--- src/sv/sapq_pkg.sv ---
// shared types and constants of the sorted array priority queue
package sapq_pkg;

    localparam int unsigned CMD_W    = 2;
    localparam int unsigned VALUE_W  = 32;
    localparam int unsigned STATUS_W = 2;
    localparam int unsigned COUNT_W  = 5;
    localparam int unsigned S_DATA_W = 32;
    localparam int unsigned M_DATA_W = 40;

    localparam logic [CMD_W-1:0] CMD_ENQ  = 2'd0;
    localparam logic [CMD_W-1:0] CMD_DEQ  = 2'd1;
    localparam logic [CMD_W-1:0] CMD_PEEK = 2'd2;

    localparam logic [STATUS_W-1:0] ST_OK       = 2'd0;
    localparam logic [STATUS_W-1:0] ST_OVERFLOW = 2'd1;
    localparam logic [STATUS_W-1:0] ST_EMPTY    = 2'd2;

    typedef logic [CMD_W-1:0]          t_cmd;
    typedef logic signed [VALUE_W-1:0] t_value;
    typedef logic [STATUS_W-1:0]       t_status;
    typedef logic [COUNT_W-1:0]        t_count;

    typedef enum logic [3:0] {
        OP_NONE,
        OP_LOAD,
        OP_SET_OVF,
        OP_SET_EMPTY,
        OP_ENQ_READ,
        OP_ENQ_SHIFT,
        OP_ENQ_PLACE,
        OP_DEQ_HEAD,
        OP_DEQ_DATA,
        OP_DEQ_SHIFT,
        OP_DEQ_POP,
        OP_OUT
    } t_dp_op;

    typedef struct packed {
        logic is_enq;
        logic is_deq;
        logic is_peek;
        logic full;
        logic empty;
        logic idx_zero;
        logic idx_one;
        logic gt;
        logic deq_done;
        logic shift_last;
        logic out_free;
    } t_dp_status;

endpackage

--- src/sv/sorted_array_priority_queue_core.sv ---
// top level of the sorted array min priority queue
// Bounded min priority queue of CAPACITY signed 32-bit entries kept in ascending
// order in a single-port-write RAM. One item is worked on at a time; the RAM is
// walked one entry per cycle. An enqueue shifts each stored entry greater than the
// value up by one and places the value behind them; a dequeue reads the head and
// shifts the remaining entries down; a peek reads the head only. The input is ready
// for the next item in the cycle after the result is loaded into the output
// register, which holds it until it is taken.
module sorted_array_priority_queue_core #(
    parameter int unsigned CAPACITY = 16
) (
    input  logic                          i_clk,
    input  logic                          i_rst_n,
    input  logic                          i_s_axis_tvalid,
    output logic                          o_s_axis_tready,
    // value[31:0]
    input  logic [sapq_pkg::S_DATA_W-1:0] i_s_axis_tdata,
    // cmd[1:0]
    input  logic [sapq_pkg::CMD_W-1:0]    i_s_axis_tuser,
    output logic                          o_m_axis_tvalid,
    input  logic                          i_m_axis_tready,
    // data[31:0], count[36:32], zero[39:37]
    output logic [sapq_pkg::M_DATA_W-1:0] o_m_axis_tdata,
    // status[1:0]
    output logic [sapq_pkg::STATUS_W-1:0] o_m_axis_tuser
);
    import sapq_pkg::*;

    t_dp_op     w_op;
    t_dp_status w_status;
    t_status    w_res_status;
    t_value     w_res_data;
    t_count     w_res_count;

    sapq_ctrl u_ctrl (
        .i_clk      (i_clk),
        .i_rst_n    (i_rst_n),
        .i_s_tvalid (i_s_axis_tvalid),
        .o_s_tready (o_s_axis_tready),
        .i_status   (w_status),
        .o_op       (w_op)
    );

    sapq_datapath #(
        .CAPACITY (CAPACITY)
    ) u_datapath (
        .i_clk        (i_clk),
        .i_rst_n      (i_rst_n),
        .i_op         (w_op),
        .i_cmd        (i_s_axis_tuser),
        .i_value      (i_s_axis_tdata),
        .i_m_tready   (i_m_axis_tready),
        .o_status     (w_status),
        .o_m_tvalid   (o_m_axis_tvalid),
        .o_res_status (w_res_status),
        .o_res_data   (w_res_data),
        .o_res_count  (w_res_count)
    );

    assign o_m_axis_tdata = {
        {(M_DATA_W - VALUE_W - COUNT_W){1'b0}}, w_res_count, w_res_data
    };
    assign o_m_axis_tuser = w_res_status;

endmodule

--- src/sv/sapq_ram.sv ---
// generic single write port ram with registered read
module sapq_ram #(
    parameter int unsigned WIDTH = 32,
    parameter int unsigned DEPTH = 16
) (
    input  logic                     i_clk,
    input  logic                     i_wr_en,
    input  logic [$clog2(DEPTH)-1:0] i_wr_addr,
    input  logic [WIDTH-1:0]         i_wr_data,
    input  logic [$clog2(DEPTH)-1:0] i_rd_addr,
    output logic [WIDTH-1:0]         o_rd_data
);

    logic [WIDTH-1:0] r_mem [DEPTH];
    logic [WIDTH-1:0] r_rd_data;

    always_ff @(posedge i_clk) begin
        if (i_wr_en) begin
            r_mem[i_wr_addr] <= i_wr_data;
        end
        r_rd_data <= r_mem[i_rd_addr];
    end

    assign o_rd_data = r_rd_data;

endmodule

--- src/sv/sapq_datapath.sv ---
// datapath: entry ram, walk index, occupancy and result register
module sapq_datapath #(
    parameter int unsigned CAPACITY = 16
) (
    input  logic                    i_clk,
    input  logic                    i_rst_n,
    input  sapq_pkg::t_dp_op        i_op,
    input  sapq_pkg::t_cmd          i_cmd,
    input  sapq_pkg::t_value        i_value,
    input  logic                    i_m_tready,
    output sapq_pkg::t_dp_status    o_status,
    output logic                    o_m_tvalid,
    output sapq_pkg::t_status       o_res_status,
    output sapq_pkg::t_value        o_res_data,
    output sapq_pkg::t_count        o_res_count
);
    import sapq_pkg::*;

    localparam int unsigned AW = (CAPACITY > 1) ? $clog2(CAPACITY) : 1;
    localparam int unsigned OW = $clog2(CAPACITY + 1);

    logic [OW-1:0] r_occ;
    logic [OW-1:0] r_idx;
    t_cmd          r_cmd;
    t_value        r_val;
    t_status       r_status;
    t_value        r_data;
    logic          r_out_valid;
    t_status       r_out_status;
    t_value        r_out_data;
    t_count        r_out_count;

    logic [OW-1:0] w_idx_m1;
    logic [OW-1:0] w_idx_m2;
    logic [OW-1:0] w_idx_p1;

    logic          w_wr_en;
    logic [AW-1:0] w_wr_addr;
    t_value        w_wr_data;
    logic [AW-1:0] w_rd_addr;
    t_value        w_rd_data;

    assign w_idx_m1 = r_idx - OW'(1);
    assign w_idx_m2 = r_idx - OW'(2);
    assign w_idx_p1 = r_idx + OW'(1);

    sapq_ram #(
        .WIDTH (VALUE_W),
        .DEPTH (CAPACITY)
    ) u_ram (
        .i_clk     (i_clk),
        .i_wr_en   (w_wr_en),
        .i_wr_addr (w_wr_addr),
        .i_wr_data (w_wr_data),
        .i_rd_addr (w_rd_addr),
        .o_rd_data (w_rd_data)
    );

    always_comb begin
        w_wr_en   = 1'b0;
        w_wr_addr = r_idx[AW-1:0];
        w_wr_data = r_val;
        w_rd_addr = '0;
        unique case (i_op)
            OP_ENQ_READ: begin
                w_rd_addr = w_idx_m1[AW-1:0];
            end
            OP_ENQ_SHIFT: begin
                w_wr_en   = 1'b1;
                w_wr_data = w_rd_data;
                w_rd_addr = w_idx_m2[AW-1:0];
            end
            OP_ENQ_PLACE: begin
                w_wr_en = 1'b1;
            end
            OP_DEQ_DATA: begin
                w_rd_addr = r_idx[AW-1:0];
            end
            OP_DEQ_SHIFT: begin
                w_wr_en   = 1'b1;
                w_wr_addr = w_idx_m1[AW-1:0];
                w_wr_data = w_rd_data;
                w_rd_addr = w_idx_p1[AW-1:0];
            end
            default: begin
                w_wr_en = 1'b0;
            end
        endcase
    end

    // control state
    always_ff @(posedge i_clk) begin
        if (!i_rst_n) begin
            r_occ       <= '0;
            r_out_valid <= 1'b0;
        end else begin
            if (i_op == OP_ENQ_PLACE) begin
                r_occ <= r_occ + OW'(1);
            end else if (i_op == OP_DEQ_POP) begin
                r_occ <= r_occ - OW'(1);
            end
            if (i_op == OP_OUT) begin
                r_out_valid <= 1'b1;
            end else if (i_m_tready) begin
                r_out_valid <= 1'b0;
            end
        end
    end

    // payload
    always_ff @(posedge i_clk) begin
        case (i_op)
            OP_LOAD: begin
                r_cmd    <= i_cmd;
                r_val    <= i_value;
                r_idx    <= r_occ;
                r_status <= ST_OK;
                r_data   <= '0;
            end
            OP_SET_OVF:   r_status <= ST_OVERFLOW;
            OP_SET_EMPTY: r_status <= ST_EMPTY;
            OP_ENQ_SHIFT: r_idx    <= w_idx_m1;
            OP_DEQ_HEAD:  r_idx    <= OW'(1);
            OP_DEQ_DATA:  r_data   <= w_rd_data;
            OP_DEQ_SHIFT: r_idx    <= w_idx_p1;
            OP_OUT: begin
                r_out_status <= r_status;
                r_out_data   <= r_data;
                r_out_count  <= COUNT_W'(r_occ);
            end
            default: ;
        endcase
    end

    always_comb begin
        o_status.is_enq     = (r_cmd == CMD_ENQ);
        o_status.is_deq     = (r_cmd == CMD_DEQ);
        o_status.is_peek    = (r_cmd == CMD_PEEK);
        o_status.full       = (r_occ == OW'(CAPACITY));
        o_status.empty      = (r_occ == '0);
        o_status.idx_zero   = (r_idx == '0);
        o_status.idx_one    = (r_idx == OW'(1));
        o_status.gt         = (w_rd_data > r_val);
        o_status.deq_done   = (r_idx >= r_occ);
        o_status.shift_last = (w_idx_p1 >= r_occ);
        o_status.out_free   = !r_out_valid || i_m_tready;
    end

    assign o_m_tvalid   = r_out_valid;
    assign o_res_status = r_out_status;
    assign o_res_data   = r_out_data;
    assign o_res_count  = r_out_count;

endmodule

--- src/sv/sapq_ctrl.sv ---
// controller: sequences enqueue walks, dequeue shifts and result handoff
module sapq_ctrl (
    input  logic                 i_clk,
    input  logic                 i_rst_n,
    input  logic                 i_s_tvalid,
    output logic                 o_s_tready,
    input  sapq_pkg::t_dp_status i_status,
    output sapq_pkg::t_dp_op     o_op
);
    import sapq_pkg::*;

    typedef enum logic [7:0] {
        S_IDLE      = 8'b0000_0001,
        S_DECIDE    = 8'b0000_0010,
        S_ENQ_WALK  = 8'b0000_0100,
        S_ENQ_LAST  = 8'b0000_1000,
        S_DEQ_DATA  = 8'b0001_0000,
        S_DEQ_SHIFT = 8'b0010_0000,
        S_DEQ_POP   = 8'b0100_0000,
        S_FINISH    = 8'b1000_0000
    } t_state;

    t_state r_state;
    t_state n_state;

    always_ff @(posedge i_clk) begin
        if (!i_rst_n) begin
            r_state <= S_IDLE;
        end else begin
            r_state <= n_state;
        end
    end

    always_comb begin
        n_state = r_state;
        o_op    = OP_NONE;
        unique case (r_state)
            S_IDLE: begin
                if (i_s_tvalid && i_rst_n) begin
                    o_op    = OP_LOAD;
                    n_state = S_DECIDE;
                end
            end
            S_DECIDE: begin
                if (i_status.is_enq) begin
                    if (i_status.full) begin
                        o_op    = OP_SET_OVF;
                        n_state = S_FINISH;
                    end else if (i_status.idx_zero) begin
                        o_op    = OP_ENQ_PLACE;
                        n_state = S_FINISH;
                    end else begin
                        o_op    = OP_ENQ_READ;
                        n_state = S_ENQ_WALK;
                    end
                end else if (i_status.is_deq || i_status.is_peek) begin
                    if (i_status.empty) begin
                        o_op    = OP_SET_EMPTY;
                        n_state = S_FINISH;
                    end else begin
                        o_op    = OP_DEQ_HEAD;
                        n_state = S_DEQ_DATA;
                    end
                end else begin
                    n_state = S_FINISH;
                end
            end
            S_ENQ_WALK: begin
                if (i_status.gt) begin
                    o_op = OP_ENQ_SHIFT;
                    if (i_status.idx_one) begin
                        n_state = S_ENQ_LAST;
                    end
                end else begin
                    o_op    = OP_ENQ_PLACE;
                    n_state = S_FINISH;
                end
            end
            S_ENQ_LAST: begin
                o_op    = OP_ENQ_PLACE;
                n_state = S_FINISH;
            end
            S_DEQ_DATA: begin
                o_op = OP_DEQ_DATA;
                if (i_status.is_peek) begin
                    n_state = S_FINISH;
                end else if (i_status.deq_done) begin
                    n_state = S_DEQ_POP;
                end else begin
                    n_state = S_DEQ_SHIFT;
                end
            end
            S_DEQ_SHIFT: begin
                o_op = OP_DEQ_SHIFT;
                if (i_status.shift_last) begin
                    n_state = S_DEQ_POP;
                end
            end
            S_DEQ_POP: begin
                o_op    = OP_DEQ_POP;
                n_state = S_FINISH;
            end
            S_FINISH: begin
                if (i_status.out_free) begin
                    o_op    = OP_OUT;
                    n_state = S_IDLE;
                end
            end
            default: begin
                n_state = S_IDLE;
            end
        endcase
    end

    assign o_s_tready = (r_state == S_IDLE) && i_rst_n;

endmodule

--- config.mk ---
export PLATFORM = sky130hd
export DESIGN_NAME = sorted_array_priority_queue_core
export DESIGN_NICKNAME = d
export VERILOG_FILES = /design/src/sv/sapq_pkg.sv /design/src/sv/sorted_array_priority_queue_core.sv /design/src/sv/sapq_ram.sv /design/src/sv/sapq_datapath.sv /design/src/sv/sapq_ctrl.sv
export SDC_FILE = /design/constraint.sdc
export NUM_CORES = 1
export LEC_CHECK = 0
export BUFFER_PORTS_ARGS = -buffer_cell sky130_fd_sc_hd__buf_2
export CAP_MARGIN = 20
export CORE_UTILIZATION = 45
export CTS_CLUSTER_SIZE = 40
export DETAILED_ROUTE_END_ITERATION = 8
export SETUP_SLACK_MARGIN = 0.5
export SYNTH_ARGS = -nofsm -noshare
export SYNTH_HDL_FRONTEND = slang
export SYNTH_SLANG_ARGS = --single-unit
--- constraint.sdc ---
create_clock -name i_clk -period 12 [get_ports i_clk]
set_input_delay 2.4 -clock i_clk [delete_from_list [all_inputs] [get_ports i_clk]]
set_output_delay 2.4 -clock i_clk [all_outputs]
set_load 0.005 [all_outputs]
# == Word level (Yosys, flattened, before mapping) ==
# Memory sizes are Yosys's and may differ from the RTL's. A register that Yosys moved wholly into a read port is not among the register bits.
# Cells that the tools add are included.
# totals
regBits,126
latchBits,0
ramBits,512
romBits,0
in_bits,38
out_inout_bits,44
memories,1
# mem_list
memory,depth,word_bits,read_ports,rd_ports_with_merged_regs,write_ports,line_no,rtl
u_datapath.u_ram.r_mem,16,32,1,1,1,sapq_ram.sv:14,logic [WIDTH-1:0] r_mem [DEPTH];
# op_classes
addsub,5
mul,0
div,0
n_lt_le_gt_ge,3
n_eq_ne,27
shift,0
n_mux,35
bitwise_logic,0
n_reduce_logical,17
# ops
cell,count
2-to-1 mux 8 bit,11
one-hot mux 32 bit (2 select lines),1
one-hot mux 8 bit (7 select lines),1
greater-than comparator 32 bit,1
2-to-1 mux 32 bit,1
one-hot mux 4 bit (8 select lines),1
2-to-1 mux 4 bit,5
one-hot mux 5 bit (4 select lines),1
== test 4 x 3 -> 1 bit (second input constant),4
== test 4 bit (second input constant),4
one-hot mux 4 bit (4 select lines),1
adder 5 x 1 -> 5 bit (second input constant),2
greater-or-equal comparator 5 bit,2
zero test 5 bit,2
2-to-1 mux 5 bit,2
subtractor 5 x 1 -> 5 bit (second input constant),2
== test 4 x 2 -> 1 bit (second input constant),2
== test 8 x 1 -> 1 bit (second input constant),1
== test 8 x 2 -> 1 bit (second input constant),1
== test 8 x 3 -> 1 bit (second input constant),1
== test 8 x 4 -> 1 bit (second input constant),1
== test 8 x 5 -> 1 bit (second input constant),1
== test 8 x 6 -> 1 bit (second input constant),1
== test 8 x 7 -> 1 bit (second input constant),1
24 further kinds,37

# == Longest topological paths before layout ==
# depth
ltp_word,10
mapped_depth,17
depth_no_buf,17

# == Modules after synthesis ==
# Synthesis repeated with hierarchy kept, for this count alone.
# hier_totals
hier_cells,1400
hier_area_um2,26510.4
# by_module_without_submodules
module,instances,cells_each,area_each_um2
sapq_ram,1,838,19835.3
sapq_datapath,1,480,6032.0
sapq_ctrl,1,78,616.8
sorted_array_priority_queue_core,1,4,26.3

# == Worst setup path after synthesis ==
# No wires, ideal clock.
# synth_timing
path_type,input to register
startpoint,input port i_rst_n
endpoint,memory u_datapath.u_ram.r_mem[13][0] (enable)
arrival_time_ns,7.181
required_time_ns,11.539
slack_ns,4.358
path_stages,7
path_cell_list,nand2_1 > nor3_2 > a311oi_4 > nand2_1 > nand4_1 > a22o_1 > nor3_1
# synth_via
elab_chain_len,8
# synth_lines
element,line_no,rtl
from (decl),sorted_array_priority_queue_core.sv:13,"input logic i_rst_n,"
logical AND 1 bit (*),sapq_ctrl.sv:39,if (i_s_tvalid && i_rst_n) begin
2-to-1 mux 1 bit (*),sapq_ctrl.sv:39,
one-hot mux 4 bit (8 select lines) (*),sapq_ctrl.sv:37,unique case (r_state)
== test 4 x 3 -> 1 bit or == test 4 bit (tied branches),sapq_datapath.sv:64,unique case (i_op)
OR reduction 3 bit (no line),n/a,
2-to-1 mux 1 bit,sapq_datapath.sv:64,
2-to-1 mux 1 bit,sapq_ram.sv:18,if (i_wr_en) begin
2-to-1 mux 1 bit (not written as such),sapq_ram.sv:19,r_mem[i_wr_addr] <= i_wr_data;
to (decl),sapq_ram.sv:14,
# Every way passes the cells marked *; elsewhere a longest branch is shown, timed or not.

# == Final worst setup path ==
# layout_timing
startpoint,input port i_rst_n
endpoint,"register u_datapath.u_ram.r_rd_data[8], in the netlist u_datapath.u_ram.o_rd_data[8] (read register of u_datapath.u_ram.r_mem)"
# layout_via
elab_chain_len,5
# layout_lines
element,line_no,rtl
logical AND 1 bit (*),sapq_ctrl.sv:39,
2-to-1 mux 1 bit (*),sapq_ctrl.sv:39,
one-hot mux 4 bit (8 select lines) (*),sapq_ctrl.sv:37,
== test 4 bit or == test 4 x 3 -> 1 bit (tied branches),sapq_datapath.sv:64,
one-hot mux 4 bit (4 select lines) (*),sapq_datapath.sv:64,
to (decl),sapq_ram.sv:15,logic [WIDTH-1:0] r_rd_data;
# Marks and branches as above.
# A chain may end at the register's enable or synchronous reset.

==> results.json <==
{
  "critPathKind": "input pin to flop",
  "relSlewSlack": 0.243,
  "die_x_microns": 252,
  "max_slew.worst_pin.slew_ps": 1120,
  "required_ps": 12460,
  "yosys-top-cells-area": "edfxtp_1, mux2i_1, dfxtp_1",
  "vias_per_cell": 5.80,
  "die_y_microns": 252,
  "setup_slack_ps": 5850,
  "synth_warnings": 0,
  "cts_tree": "done",
  "die_area_sq_um": 63500,
  "grt_usage": 0.223,
  "final_nets": 2096,
  "drive_gt1_frac": 0.155,
  "power.density_nw_per_um2": 177,
  "synth_common_cells": "edfxtp_1, mux2i_1, nand2_1",
  "rows": 91,
  "syn_to_final_growth_pct": 12.6,
  "start_util": 0.456,
  "core_sq_um": 61700,
  "drtIter0Drc": 1733,
  "post-place-ws_ps": 5220,
  "drcViolationCount": 0,
  "ioPinCount": 82,
  "grt_pass1_vias": 16320,
  "ys_seq_area_frac": 0.699,
  "clkTransAtPathRegs_ps": 60,
  "antennaDiodeCount": 0,
  "min_period_ps": 6150,
  "gr-total-overflow": 0,
  "maxCapViolCount": 0,
  "ys_async_sr_fraction": 0,
  "maxSlewViolCount": 0,
  "grt_max_degree": 137,
  "synth_edf_count": 624,
  "hold_violations": 0,
  "fin_worst_skew_ps": 23.6,
  "antenna_found_initial": 5,
  "fmax_mhz": 163,
  "cp_max_fo": 50,
  "synth-seq-cells": 670,
  "grt_setup_unrepaired": "false",
  "grt_pass1_wl_microns": 104000,
  "cts.sinks": 670,
  "cts_max_path_buffers": 3,
  "portBuffers": 78,
  "vdd_ir_drop_max_v": 0.000111,
  "synth_top_area_frac": 0.667,
  "wl_per_cell_microns": 24.3,
  "yosysMostFrequentCell": "edfxtp_1",
  "finalSetupTns_ps": 0,
  "worstHoldPathType": "flop to flop",
  "setup_viol": 0,
  "postCtsSetupRepairBufs": 0,
  "crit_arrival_ps": 6610,
  "end_kind": "flop",
  "gp_congestion": 0.891,
  "p_leak_nw": 11.1,
  "post-dp-hpwl_microns": 40200,
  "cts_made_buffers": 70,
  "ys_types": 80,
  "drt-total-wl_microns": 70500,
  "syn_area_sq_um": 28100,
  "antenna_left": 0,
  "postSynthAreaPerCell_sq_um": 14.6,
  "cts_max_level": 3,
  "vias": 16793,
  "clockRootBuffer": "clkbuf_16",
  "synthCells": 1924,
  "cts_resized": 0,
  "synth_ff_type": "edfxtp_1",
  "status": "finished, final reports clean",
  "cts_hold_buf": 0,
  "insertion_delay_ps": 620,
  "start_kind": "input pin",
  "finalCritPeriodShare": 0.513,
  "yosys.area.top_type": "edfxtp_1",
  "drt_first_pass_iters": 5
}
## final cells by class
class                      count  area, sq um
clock buffer                  95         1930
sequential                   670        19700
clock inverter                32          236
multi-input combinational   1054         7750
tap                          837         1050
timing repair buffer         121          726
fill                        5156        30000
inverter                      86          324
## registers in the layout, summed over array words and instances, names as in the netlist
name and cells:
u_ctrl.r_state 8, u_datapath.o_m_tvalid 1, u_datapath.o_res_count 5, u_datapath.o_res_data 32
u_datapath.o_res_status 2, u_datapath.r_cmd 2, u_datapath.r_data 32, u_datapath.r_idx 5
u_datapath.r_occ 5, u_datapath.r_status 2, u_datapath.r_val 32, u_datapath.u_ram.o_rd_data 32
u_datapath.u_ram.r_mem 512
## routing by layer
layer,vias to the layer above,global-route usage,part of all wire
li1,7570,-,-
met1,8427,0.305,0.43
met2,692,0.354,0.47
met3,102,0.0466,0.079
met4,2,0.0729,0.023
met5,-,0,0.00013
## path summary, 6_finish.rpt
path,cells past startpoint,slack (ps),start,end
worst max register to register,13,6300,u_datapath.r_val[31],u_datapath.u_ram.o_rd_data[8]
worst max-delay path,15,5850,i_rst_n,u_datapath.u_ram.o_rd_data[8]
worst min register to register,0,400,u_datapath.r_data[7],u_datapath.o_res_data[7]
worst min-delay path,0,400,u_datapath.r_data[7],u_datapath.o_res_data[7]
## layout by cell type, fill, tap and decap left out, types with 11 or more instances in the layout
| master | n |
|---|---|
| inv_1 | 84 |
| nand3_1 | 68 |
| o2111ai_1 | 32 |
| edfxtp_1 | 624 |
| o221ai_1 | 11 |
| dfxtp_1 | 46 |
| mux2i_1 | 169 |
| o21ai_0 | 45 |
| a22o_1 | 15 |
| and2_1 | 32 |
| nand2_1 | 144 |
| nor2_1 | 36 |
| buf_2 | 78 |
| ha_1 | 54 |
| a211oi_1 | 16 |
| nor3_2 | 11 |
| and3_1 | 13 |
| o21ai_1 | 19 |
| nor3_1 | 15 |
| o311ai_1 | 15 |
| clkbuf_1 | 17 |
| nand4_1 | 57 |
| mux2_2 | 44 |
| clkinv_2 | 16 |
| a21oi_1 | 101 |
| buf_4 | 42 |
| clkbuf_16 | 70 |
## report_power, final
group / switching [W] / total, W / internal [W]
Sequential: 0.000108 / 0.00282 / 0.00271
Combinational: 0.000496 / 0.000734 / 0.000239
Clock: 0.000887 / 0.00204 / 0.00116
## critical path: stages
cell      delay, ps
buf_2           120
nand2_1         130
nor3_4           50
buf_4           300
a31o_2          320
o21ai_1         190
and3_1          220
o21ai_2          60
buf_4           270
nand3_4         310
buf_4           700
buf_4           680
mux2_2          400
a22oi_1         210
o211ai_1        130
## per-stage QoR
step / power [W] / cells / utilization / cell area (sq um) / hold WS, ps
after detailed placement: 0.00359 / 2768 / 0.478 / 29500 / 405
after CTS: 0.00562 / 2895 / 0.513 / 31700 / 407
after global placement: 0.00357 / 2767 / 0.478 / 29500 / 402
after global routing: 0.00579 / 2895 / 0.513 / 31700 / 421
final: 0.00560 / 2895 / 0.513 / 31700 / 402
after floorplan: 0.00330 / 1926 / - / 28100 / 400
## cells by family (layout without fill, tap and decap cells)
logic type / after synthesis / after routing / share of synthesized area
muxes: 218 / 218 / 0.0798
buffers and inverters: 202 / 334 / 0.0313
DFF: 670 / 670 / 0.699
adders and majority gates: 55 / 55 / 0.0247
AOI/OAI and AO/OA: 332 / 332 / 0.0819
xor gates and xnor gates: 15 / 15 / 0.00467
and+or+nand+nor: 431 / 431 / 0.0782
other: 1 / 3 / 0.000133
Note: power is estimated with default switching activity, not from simulation.
